<file path="config.mk">
export PLATFORM = sky130hd
export DESIGN_NAME = tl_string_prefix_decoder
export DESIGN_NICKNAME = d
export VERILOG_FILES = /design/src/rtl/core/tlsp_pkg.sv /design/src/rtl/core/tlsp_parser.sv /design/src/rtl/core/tl_string_prefix_decoder.sv
export VERILOG_INCLUDE_DIRS = /design/src /design/src/rtl/core
export SDC_FILE = /design/constraint.sdc
export NUM_CORES = 1
export LEC_CHECK = 0
export ABC_AREA = 1
export BUFFER_PORTS_ARGS = -buffer_cell sky130_fd_sc_hd__buf_2
export CORE_UTILIZATION = 45
export DETAILED_ROUTE_END_ITERATION = 8
export PLACE_DENSITY_LB_ADDON = 0.05
export SYNTH_ARGS = -nofsm -noshare
export SYNTH_HDL_FRONTEND = slang
export SYNTH_SLANG_ARGS = --single-unit
</file>
<file path="constraint.sdc">
create_clock -name clk -period 5.2 [get_ports clk]
set_clock_uncertainty 0.05 [all_clocks]
set_input_delay 0.52 -clock clk [delete_from_list [all_inputs] [get_ports clk]]
set_output_delay 0.52 -clock clk [all_outputs]
set_load 0.005 [all_outputs]
</file>
<file path="src/rtl/core/assert_macros.svh">
// assertion macros shared by the string prefix decoder modules
// depends on nothing; expects clk and rst_n in the including scope
`ifndef ASSERT_MACROS_SVH
`define ASSERT_MACROS_SVH

// property checked at every rising edge outside reset
`define ASSERT_CLK(label, prop, msg) \
    label: assert property (@(posedge clk) disable iff (!rst_n) prop) else $error(msg);

// condition that must never be seen outside reset
`define ASSERT_NEVER(label, cond, msg) \
    label: assert property (@(posedge clk) disable iff (!rst_n) !(cond)) else $error(msg);

`endif

</file>
<file path="src/rtl/core/tlsp_pkg.sv">
// types and constants of the string prefix decoder
// depends on nothing
package tlsp_pkg;

    localparam int LEN_W       = 56;
    localparam int ACCUM_LANES = 7;

    localparam logic [7:0] HDR_LONG  = 8'hff;
    localparam logic [7:0] HDR_MID   = 8'hfe;
    localparam logic [7:0] SHORT_MAX = 8'd253;

    localparam logic [2:0] LONG_BYTES = 3'd7;
    localparam logic [2:0] MID_BYTES  = 3'd3;
    localparam logic [2:0] MID_LAST_IDX = 3'd2;

    typedef enum logic [1:0] {
        PH_HEADER  = 2'd0,
        PH_LENGTH  = 2'd1,
        PH_PAYLOAD = 2'd2,
        PH_PAD     = 2'd3
    } phase_t;

    typedef enum logic [1:0] {
        KIND_PAYLOAD = 2'd0,
        KIND_EMPTY   = 2'd1,
        KIND_TRUNC   = 2'd2
    } kind_t;

    typedef struct packed {
        kind_t              kind;
        logic [7:0]         out_byte;
        logic               last;
        logic [LEN_W-1:0]   length;
        logic               noncanonical;
    } result_t;

endpackage

</file>
<file path="src/rtl/core/tlsp_parser.sv">
// header, payload and padding state machine of the string prefix decoder
// depends on tlsp_pkg and assert_macros.svh
`include "assert_macros.svh"

module tlsp_parser
(
    input  logic                 clk,
    input  logic                 rst_n,
    input  logic                 step_en,
    input  logic [7:0]           in_byte,
    input  logic                 end_of_buffer,
    output logic                 res_valid,
    output tlsp_pkg::result_t    res
);

    tlsp_pkg::phase_t                 phase_reg, phase_next;
    logic [2:0]                       left_reg, left_next;
    logic [2:0]                       idx_reg, idx_next;
    logic [tlsp_pkg::LEN_W-1:0]       accum_reg, accum_next;
    logic [tlsp_pkg::LEN_W-1:0]       payload_reg, payload_next;
    logic [1:0]                       pad_reg, pad_next;
    logic                             nc_reg, nc_next;

    always_ff @(posedge clk or negedge rst_n)
    begin
        if (!rst_n)
        begin
            phase_reg   <= tlsp_pkg::PH_HEADER;
            left_reg    <= '0;
            idx_reg     <= '0;
            accum_reg   <= '0;
            payload_reg <= '0;
            pad_reg     <= '0;
            nc_reg      <= 1'b0;
        end
        else if (step_en)
        begin
            phase_reg   <= phase_next;
            left_reg    <= left_next;
            idx_reg     <= idx_next;
            accum_reg   <= accum_next;
            payload_reg <= payload_next;
            pad_reg     <= pad_next;
            nc_reg      <= nc_next;
        end
    end

    always_comb
    begin
        logic       hdr_done;
        logic [1:0] size_lo;

        hdr_done     = 1'b0;
        size_lo      = 2'd0;
        phase_next   = phase_reg;
        left_next    = left_reg;
        idx_next     = idx_reg;
        accum_next   = accum_reg;
        payload_next = payload_reg;
        pad_next     = pad_reg;
        nc_next      = nc_reg;
        res_valid    = 1'b0;
        res.kind     = tlsp_pkg::KIND_PAYLOAD;
        res.out_byte = 8'd0;
        res.last     = 1'b0;

        unique case (phase_reg)
            tlsp_pkg::PH_HEADER:
            begin
                accum_next   = '0;
                idx_next     = '0;
                nc_next      = 1'b0;
                payload_next = '0;
                pad_next     = '0;
                if (in_byte == tlsp_pkg::HDR_LONG)
                begin
                    left_next  = tlsp_pkg::LONG_BYTES;
                    phase_next = tlsp_pkg::PH_LENGTH;
                end
                else if (in_byte == tlsp_pkg::HDR_MID)
                begin
                    left_next  = tlsp_pkg::MID_BYTES;
                    phase_next = tlsp_pkg::PH_LENGTH;
                end
                else
                begin
                    left_next  = '0;
                    accum_next = {{(tlsp_pkg::LEN_W-8){1'b0}}, in_byte};
                    hdr_done   = 1'b1;
                    size_lo    = 2'd1;
                end
            end
            tlsp_pkg::PH_LENGTH:
            begin
                // little-endian byte lane selected by the shift index
                for (int k = 0; k < tlsp_pkg::ACCUM_LANES; k++)
                begin
                    if (idx_reg == 3'(k))
                        accum_next[8*k +: 8] = accum_reg[8*k +: 8] | in_byte;
                end
                idx_next  = idx_reg + 3'd1;
                left_next = left_reg - 3'd1;
                if (left_next == 3'd0)
                begin
                    if (idx_reg == tlsp_pkg::MID_LAST_IDX)
                        nc_next = (accum_next <= tlsp_pkg::LEN_W'(tlsp_pkg::SHORT_MAX));
                    else
                        nc_next = (accum_next[tlsp_pkg::LEN_W-1:24] == '0);
                    hdr_done = 1'b1;
                    size_lo  = idx_reg[1:0] + 2'd2;
                end
            end
            tlsp_pkg::PH_PAYLOAD:
            begin
                payload_next = payload_reg - tlsp_pkg::LEN_W'(1);
                res_valid    = 1'b1;
                res.kind     = tlsp_pkg::KIND_PAYLOAD;
                res.out_byte = in_byte;
                res.last     = (payload_next == '0);
                if (payload_next == '0)
                    phase_next = (pad_reg != 2'd0) ? tlsp_pkg::PH_PAD : tlsp_pkg::PH_HEADER;
            end
            tlsp_pkg::PH_PAD:
            begin
                pad_next = pad_reg - 2'd1;
                if (pad_next == 2'd0)
                    phase_next = tlsp_pkg::PH_HEADER;
            end
            default:
            begin
                phase_next = tlsp_pkg::PH_HEADER;
            end
        endcase

        if (hdr_done)
        begin
            // padding brings header plus payload to a 4-byte boundary
            pad_next     = 2'd0 - (size_lo + accum_next[1:0]);
            payload_next = accum_next;
            if (accum_next == '0)
            begin
                phase_next = (pad_next != 2'd0) ? tlsp_pkg::PH_PAD : tlsp_pkg::PH_HEADER;
                res_valid  = 1'b1;
                res.kind   = tlsp_pkg::KIND_EMPTY;
                res.last   = 1'b1;
            end
            else
            begin
                phase_next = tlsp_pkg::PH_PAYLOAD;
            end
        end

        res.length       = accum_next;
        res.noncanonical = nc_next;

        // buffer ends with a string still open: single error item, full restart
        if (end_of_buffer && (phase_next != tlsp_pkg::PH_HEADER))
        begin
            phase_next       = tlsp_pkg::PH_HEADER;
            left_next        = '0;
            idx_next         = '0;
            accum_next       = '0;
            payload_next     = '0;
            pad_next         = '0;
            nc_next          = 1'b0;
            res_valid        = 1'b1;
            res.kind         = tlsp_pkg::KIND_TRUNC;
            res.out_byte     = 8'd0;
            res.last         = 1'b0;
            res.length       = '0;
            res.noncanonical = 1'b0;
        end
    end

    `ASSERT_CLK(a_trunc_restarts,
        step_en && res_valid && (res.kind == tlsp_pkg::KIND_TRUNC) |=>
        (phase_reg == tlsp_pkg::PH_HEADER) && (accum_reg == '0),
        "truncation did not return the parser to the header phase")
    `ASSERT_CLK(a_payload_in_phase,
        step_en && res_valid && (res.kind == tlsp_pkg::KIND_PAYLOAD) |->
        (phase_reg == tlsp_pkg::PH_PAYLOAD),
        "payload item outside the payload phase")
    `ASSERT_NEVER(a_length_count,
        (phase_reg == tlsp_pkg::PH_LENGTH) && (left_reg == 3'd0),
        "length phase with no length bytes left")
    `ASSERT_NEVER(a_pad_count,
        (phase_reg == tlsp_pkg::PH_PAD) && (pad_reg == 2'd0),
        "padding phase with no padding left")

endmodule

</file>
<file path="src/rtl/core/tl_string_prefix_decoder.sv">
// top level of the length-prefixed string decoder: input register, parser, result register
// depends on tlsp_pkg, tlsp_parser and assert_macros.svh
//
// channel  dir  tdata                         tuser     tlast
// s_*      in   [7:0] in_byte                 -         end_of_buffer
// m_*      out  [7:0] out_byte, [63:8]        [1:0]     last_of_string
//               string_length, [64]           kind
//               noncanonical, [71:65] zero
//
// one item per cycle sustained while m_tready stays high; an accepted item goes into the input
// register, then through one parser step into the result register
// the parser handles one byte per cycle while advance is high: a phase update, a 56-bit count-down and
// a byte-lane merge of the length
// rst_n is asynchronous and active low; there is no clearing pass after reset
// a stall on m_tready backs up through the result and input registers, so
// s_tready drops only when both hold an item and m_tready is low
`include "assert_macros.svh"

module tl_string_prefix_decoder
(
    input  logic        clk,
    input  logic        rst_n,
    input  logic        s_tvalid,
    output logic        s_tready,
    input  logic [7:0]  s_tdata,    // [7:0] in_byte
    input  logic        s_tlast,    // end_of_buffer
    output logic        m_tvalid,
    input  logic        m_tready,
    output logic [71:0] m_tdata,    // [7:0] out_byte, [63:8] string_length, [64] noncanonical
    output logic [1:0]  m_tuser,    // [1:0] kind
    output logic        m_tlast     // last_of_string
);

    logic                    in_valid_reg, in_valid_next;
    logic [7:0]              in_byte_reg;
    logic                    in_eob_reg;
    logic                    out_valid_reg, out_valid_next;
    tlsp_pkg::result_t       out_res_reg;
    logic                    advance;
    logic                    s_take;
    logic                    res_valid;
    tlsp_pkg::result_t       res;

    // the parser steps whenever the input register holds a byte and the result register can take what it makes
    assign advance  = in_valid_reg && (!out_valid_reg || m_tready);
    assign s_tready = !in_valid_reg || advance;
    assign s_take   = s_tvalid && s_tready;

    always_comb
    begin
        in_valid_next = in_valid_reg;
        if (s_take)
            in_valid_next = 1'b1;
        else if (advance)
            in_valid_next = 1'b0;

        out_valid_next = out_valid_reg;
        if (advance)
            out_valid_next = res_valid;
        else if (m_tready)
            out_valid_next = 1'b0;
    end

    always_ff @(posedge clk or negedge rst_n)
    begin
        if (!rst_n)
        begin
            in_valid_reg  <= 1'b0;
            out_valid_reg <= 1'b0;
        end
        else
        begin
            in_valid_reg  <= in_valid_next;
            out_valid_reg <= out_valid_next;
        end
    end

    // payload registers, no reset needed
    always_ff @(posedge clk)
    begin
        if (s_take)
        begin
            in_byte_reg <= s_tdata;
            in_eob_reg  <= s_tlast;
        end
        if (advance && res_valid)
            out_res_reg <= res;
    end

    tlsp_parser u_parser
    (
        .clk           (clk),
        .rst_n         (rst_n),
        .step_en       (advance),
        .in_byte       (in_byte_reg),
        .end_of_buffer (in_eob_reg),
        .res_valid     (res_valid),
        .res           (res)
    );

    assign m_tvalid = out_valid_reg;
    assign m_tdata  = {7'd0, out_res_reg.noncanonical, out_res_reg.length, out_res_reg.out_byte};
    assign m_tuser  = out_res_reg.kind;
    assign m_tlast  = out_res_reg.last;

    `ASSERT_CLK(a_ready_only_when_full,
        !s_tready |-> in_valid_reg && out_valid_reg && !m_tready,
        "input held off while the pipeline has room")
    `ASSERT_CLK(a_step_fills_output,
        advance && res_valid |=> out_valid_reg,
        "parser result lost on its way to the result register")

endmodule
</file>
==> impl_metrics.csv <==
group,metric,value,unit
status,status,"finished clean",
timing,relSlewSlack,36.22,%
hold_path,hold_class,"primary input to async pin",
placed_design,gp_congestion,0.9537,
cells_and_area,largest_register_ffs,65,
route,post_drt_wl_per_cell,19.82,µm
die,die_y,171.7,µm
worst_setup_path,cp.arrival,4820,ps
timing,slew_viol_final,0,
die,ios,90,
cells_and_area,area_delta_synth_final,12.28,%
worst_setup_path,worstPathBufferInverterCount,4,
power_and_ir_drop,power,7888,µW
cells_and_area,fin_area,14560,µm²
grt,grt_pass1_wl,66.34,mm
worst_setup_path,path_delay_family,"simple AND/OR/NAND/NOR gates",
die,start_util,46.16,%
worst_setup_path,path_class,"flip-flop to flip-flop",
timing,rsz0062_at_grt,"no",
synth,syn_avg_cell_area,7.504,µm²
timing,holdWs,72.61,ps
clock_network,cts_num_sinks,202,
worst_setup_path,critical_path.max_fanout,58,
synth,synthArstFlopShare,61.88,%
grt,gr-total-overflow,0,
die,core,28090,µm²
worst_setup_path,crit_required,5330,ps
clock_network,clk_pin_slew,60,ps
placed_design,io_buffers,82,
clock_network,tritoncts,"done",
clock_network,post_cts_resized,0,
route,drtAntennaViolNets,0,
synth,ys_seq_area_share,41.96,%
grt,antenna_found_initial,0,
worst_setup_path,cp_slowest_cell,"nor4_2",
timing,tightest_slew,956.8,ps
cells_and_area,nNetsFinal,1826,
placed_design,hpwl,32.56,mm
die,rows,61,
route,vias_per_cell,5.565,
timing,hold_viol,0,
synth,ys_top_cells_by_area,"dfrtp_1, edfxtp_1, nand2_1",
synth,synthCells,1728,
worst_setup_path,end_kind,"flip-flop",
power_and_ir_drop,p_per_area,541.8,nW/µm²
clock_network,clock_path_buffers,3,
worst_setup_path,cp-start-kind,"flip-flop",
route,drt_pre_antenna_iters,5,
die,dieArea,29500,µm²
route,route.vias.total,12200,
placed_design,place_area,13750,µm²
timing,final.setup.tns,0,ps
grt,grt.total_usage,29.84,%
clock_network,cts_buffers,24,
route,drtIter0Drc,1313,
synth,synth_flop_cell,"dfrtp_1",
clock_network,cts_root_buffer,"clkbuf_16",
power_and_ir_drop,power.leakage,0.006737,µW
worst_setup_path,path_cells,"inv_1 > ha_1 > inv_2 > nand2_4 > nor2_1 > o21ai_0 > nand4_1 > or2_0 > nor4_2 > nand3_1 > nor2_2 > a21oi_4 > nand2_4 > nand2_4 > nand3_1 > nand2_1 > inv_2 > buf_12",
timing,fmax,213.5,MHz
synth,synth.distinct_cells,43,
clock_network,h-tree-depth,1,
die,chipWidth,171.7,µm
synth,yosysTopAreaCellShare,24.12,%
synth,netlist_area,12970,µm²
power_and_ir_drop,ir_worst_vdd,0.3613,mV
route,wl,43.46,mm
synth,yosys.area.top_type,"dfrtp_1",
route,drc,0,
cells_and_area,nFillCells,2868,
flow_run,drv_cap,0,
clock_network,post_cts_buffers,0,
cells_and_area,drive_gt1_share,13.66,%
clock_network,ctsHoldBuffers,0,
timing,setup_viol,0,
synth,ys_seq_elements,202,
worst_setup_path,max_stage_delay,460,ps
timing,finalCritPeriodShare,90.09,%
timing,timing.final.crit_period,4685,ps
synth,synth_enable_flop_cells,77,
grt,grt_pass1_vias,11260,
synth,ys_warn_count,0,
cells_and_area,num_antenna_cells,0,
worst_setup_path,crit_top_cell,"nand2_4",
clock_network,worstSkewPairLatency,520,ps
cells_and_area,utilization,51.84,%
grt,grt_max_degree,81,
report_power, final:
part           switching [µW]  internal (µW)  total, µW  leakage, µW
Sequential                157           1960       2120      0.00247
Combinational            2940           1080       4020      0.00389
Clock                     671           1080       1750     0.000383
cell type report:
| class | instances | area, µm² | share of cell area [%] |
|---|---|---|---|
| Multi-Input combinational cell | 1272 | 6386 | 43.86 |
| Sequential cell | 202 | 5440 | 37.37 |
| Timing Repair Buffer | 125 | 798.3 | 5.483 |
| Clock buffer | 36 | 666.9 | 4.581 |
| Inverter | 172 | 650.6 | 4.469 |
| Tap cell | 378 | 473.0 | 3.249 |
| Clock inverter | 8 | 143.9 | 0.9883 |
logic make-up after synthesis:
group                      Yosys count  share of synthesized area [%]
and+or+nand+nor                    901                          31.97
AOI/OAI and AO/OA                  331                          14.39
buffers and inverters              260                          8.965
DFF                                202                          41.96
xor gates and xnor gates            17                          1.148
adders and majority gates           16                          1.544
other                                1                        0.02892
worst paths after layout:
kind	depth (start not counted)	slack (ps)	endpoint	from
hold / removal	1	70	u_parser.accum_reg[38]$_DFFE_PN0P_	rst_n
max in group asynchronous	2	4130	u_parser.payload_reg[0]$_DFFE_PN0P_	rst_n
min in group clk	1	120	in_byte_reg[6]$_DFFE_PP_	s_tdata[6]
setup / recovery	18	520	m_tdata[42]$_SDFFCE_PN0P_	u_parser.phase_reg[1]$_DFFE_PN0P_
setup reg to reg	18	520	m_tdata[42]$_SDFFCE_PN0P_	u_parser.phase_reg[1]$_DFFE_PN0P_
hold reg to reg	2	440	u_parser.accum_reg[2]$_DFFE_PN0P_	u_parser.accum_reg[2]$_DFFE_PN0P_
stage by stage:
stage	setup WS [ps]	cells
CTS	600.3	2193
floorplan	293.9	1734
finish	515.2	2193
global route	265.8	2193
detailed placement	628.9	2149
global placement	717.5	2149
cell usage after synthesis, types with 5 or more instances:
master and number:
nand2_1 455, nor2_1 216, inv_1 159, o21ai_0 139, dfrtp_1 125, o21ai_1 82, nand3_1 79, edfxtp_1 77
clkbuf_1 48, nor2_4 44, o2111ai_1 42, a21oi_1 40, nand4_1 27, nor4_1 19, buf_2 16, ha_1 16
o22ai_1 16, nand3b_1 14, nor2_2 14, buf_4 11, nor3_1 11, nand2_2 10, xnor2_1 10, inv_2 9
xor2_1 7, a31oi_1 6, buf_6 5
per-layer routing:
layer  track usage (%)  vias to the layer above  share of wire, %
met5                 0                        -                 0
met4             9.196                        0               3.2
met3             2.577                       76               5.9
met2             47.84                      473                45
met1             42.62                     5786                45
li1                  -                     5868                 -
cells in the final DEF (no fill, tap or decap), types with 2 or more instances in the layout:
cell and n:
o22ai_1 16, nor2_2 14, nand4_1 27, clkbuf_16 25, clkinvlp_4 2, ha_1 16, a31oi_1 6, o21bai_1 4
inv_2 10, clkbuf_1 11, a21oi_1 40, dfrtp_1 125, nand2_2 10, nor4_2 2, o21ai_1 82, nand2_1 455
nor2_4 44, nor4_1 19, o21ai_0 139, nand3b_1 14, xnor2_1 10, inv_1 157, conb_1 7, buf_4 39
edfxtp_1 77, nand3_1 79, nor2_1 216, o2111ai_1 42, clkinv_1 4, nand2_4 4, nor3_1 11, buf_12 5
buf_2 81, bufinv_16 4, inv_4 2, xor2_1 7
No activity file was read; power rests on OpenSTA's default activity.
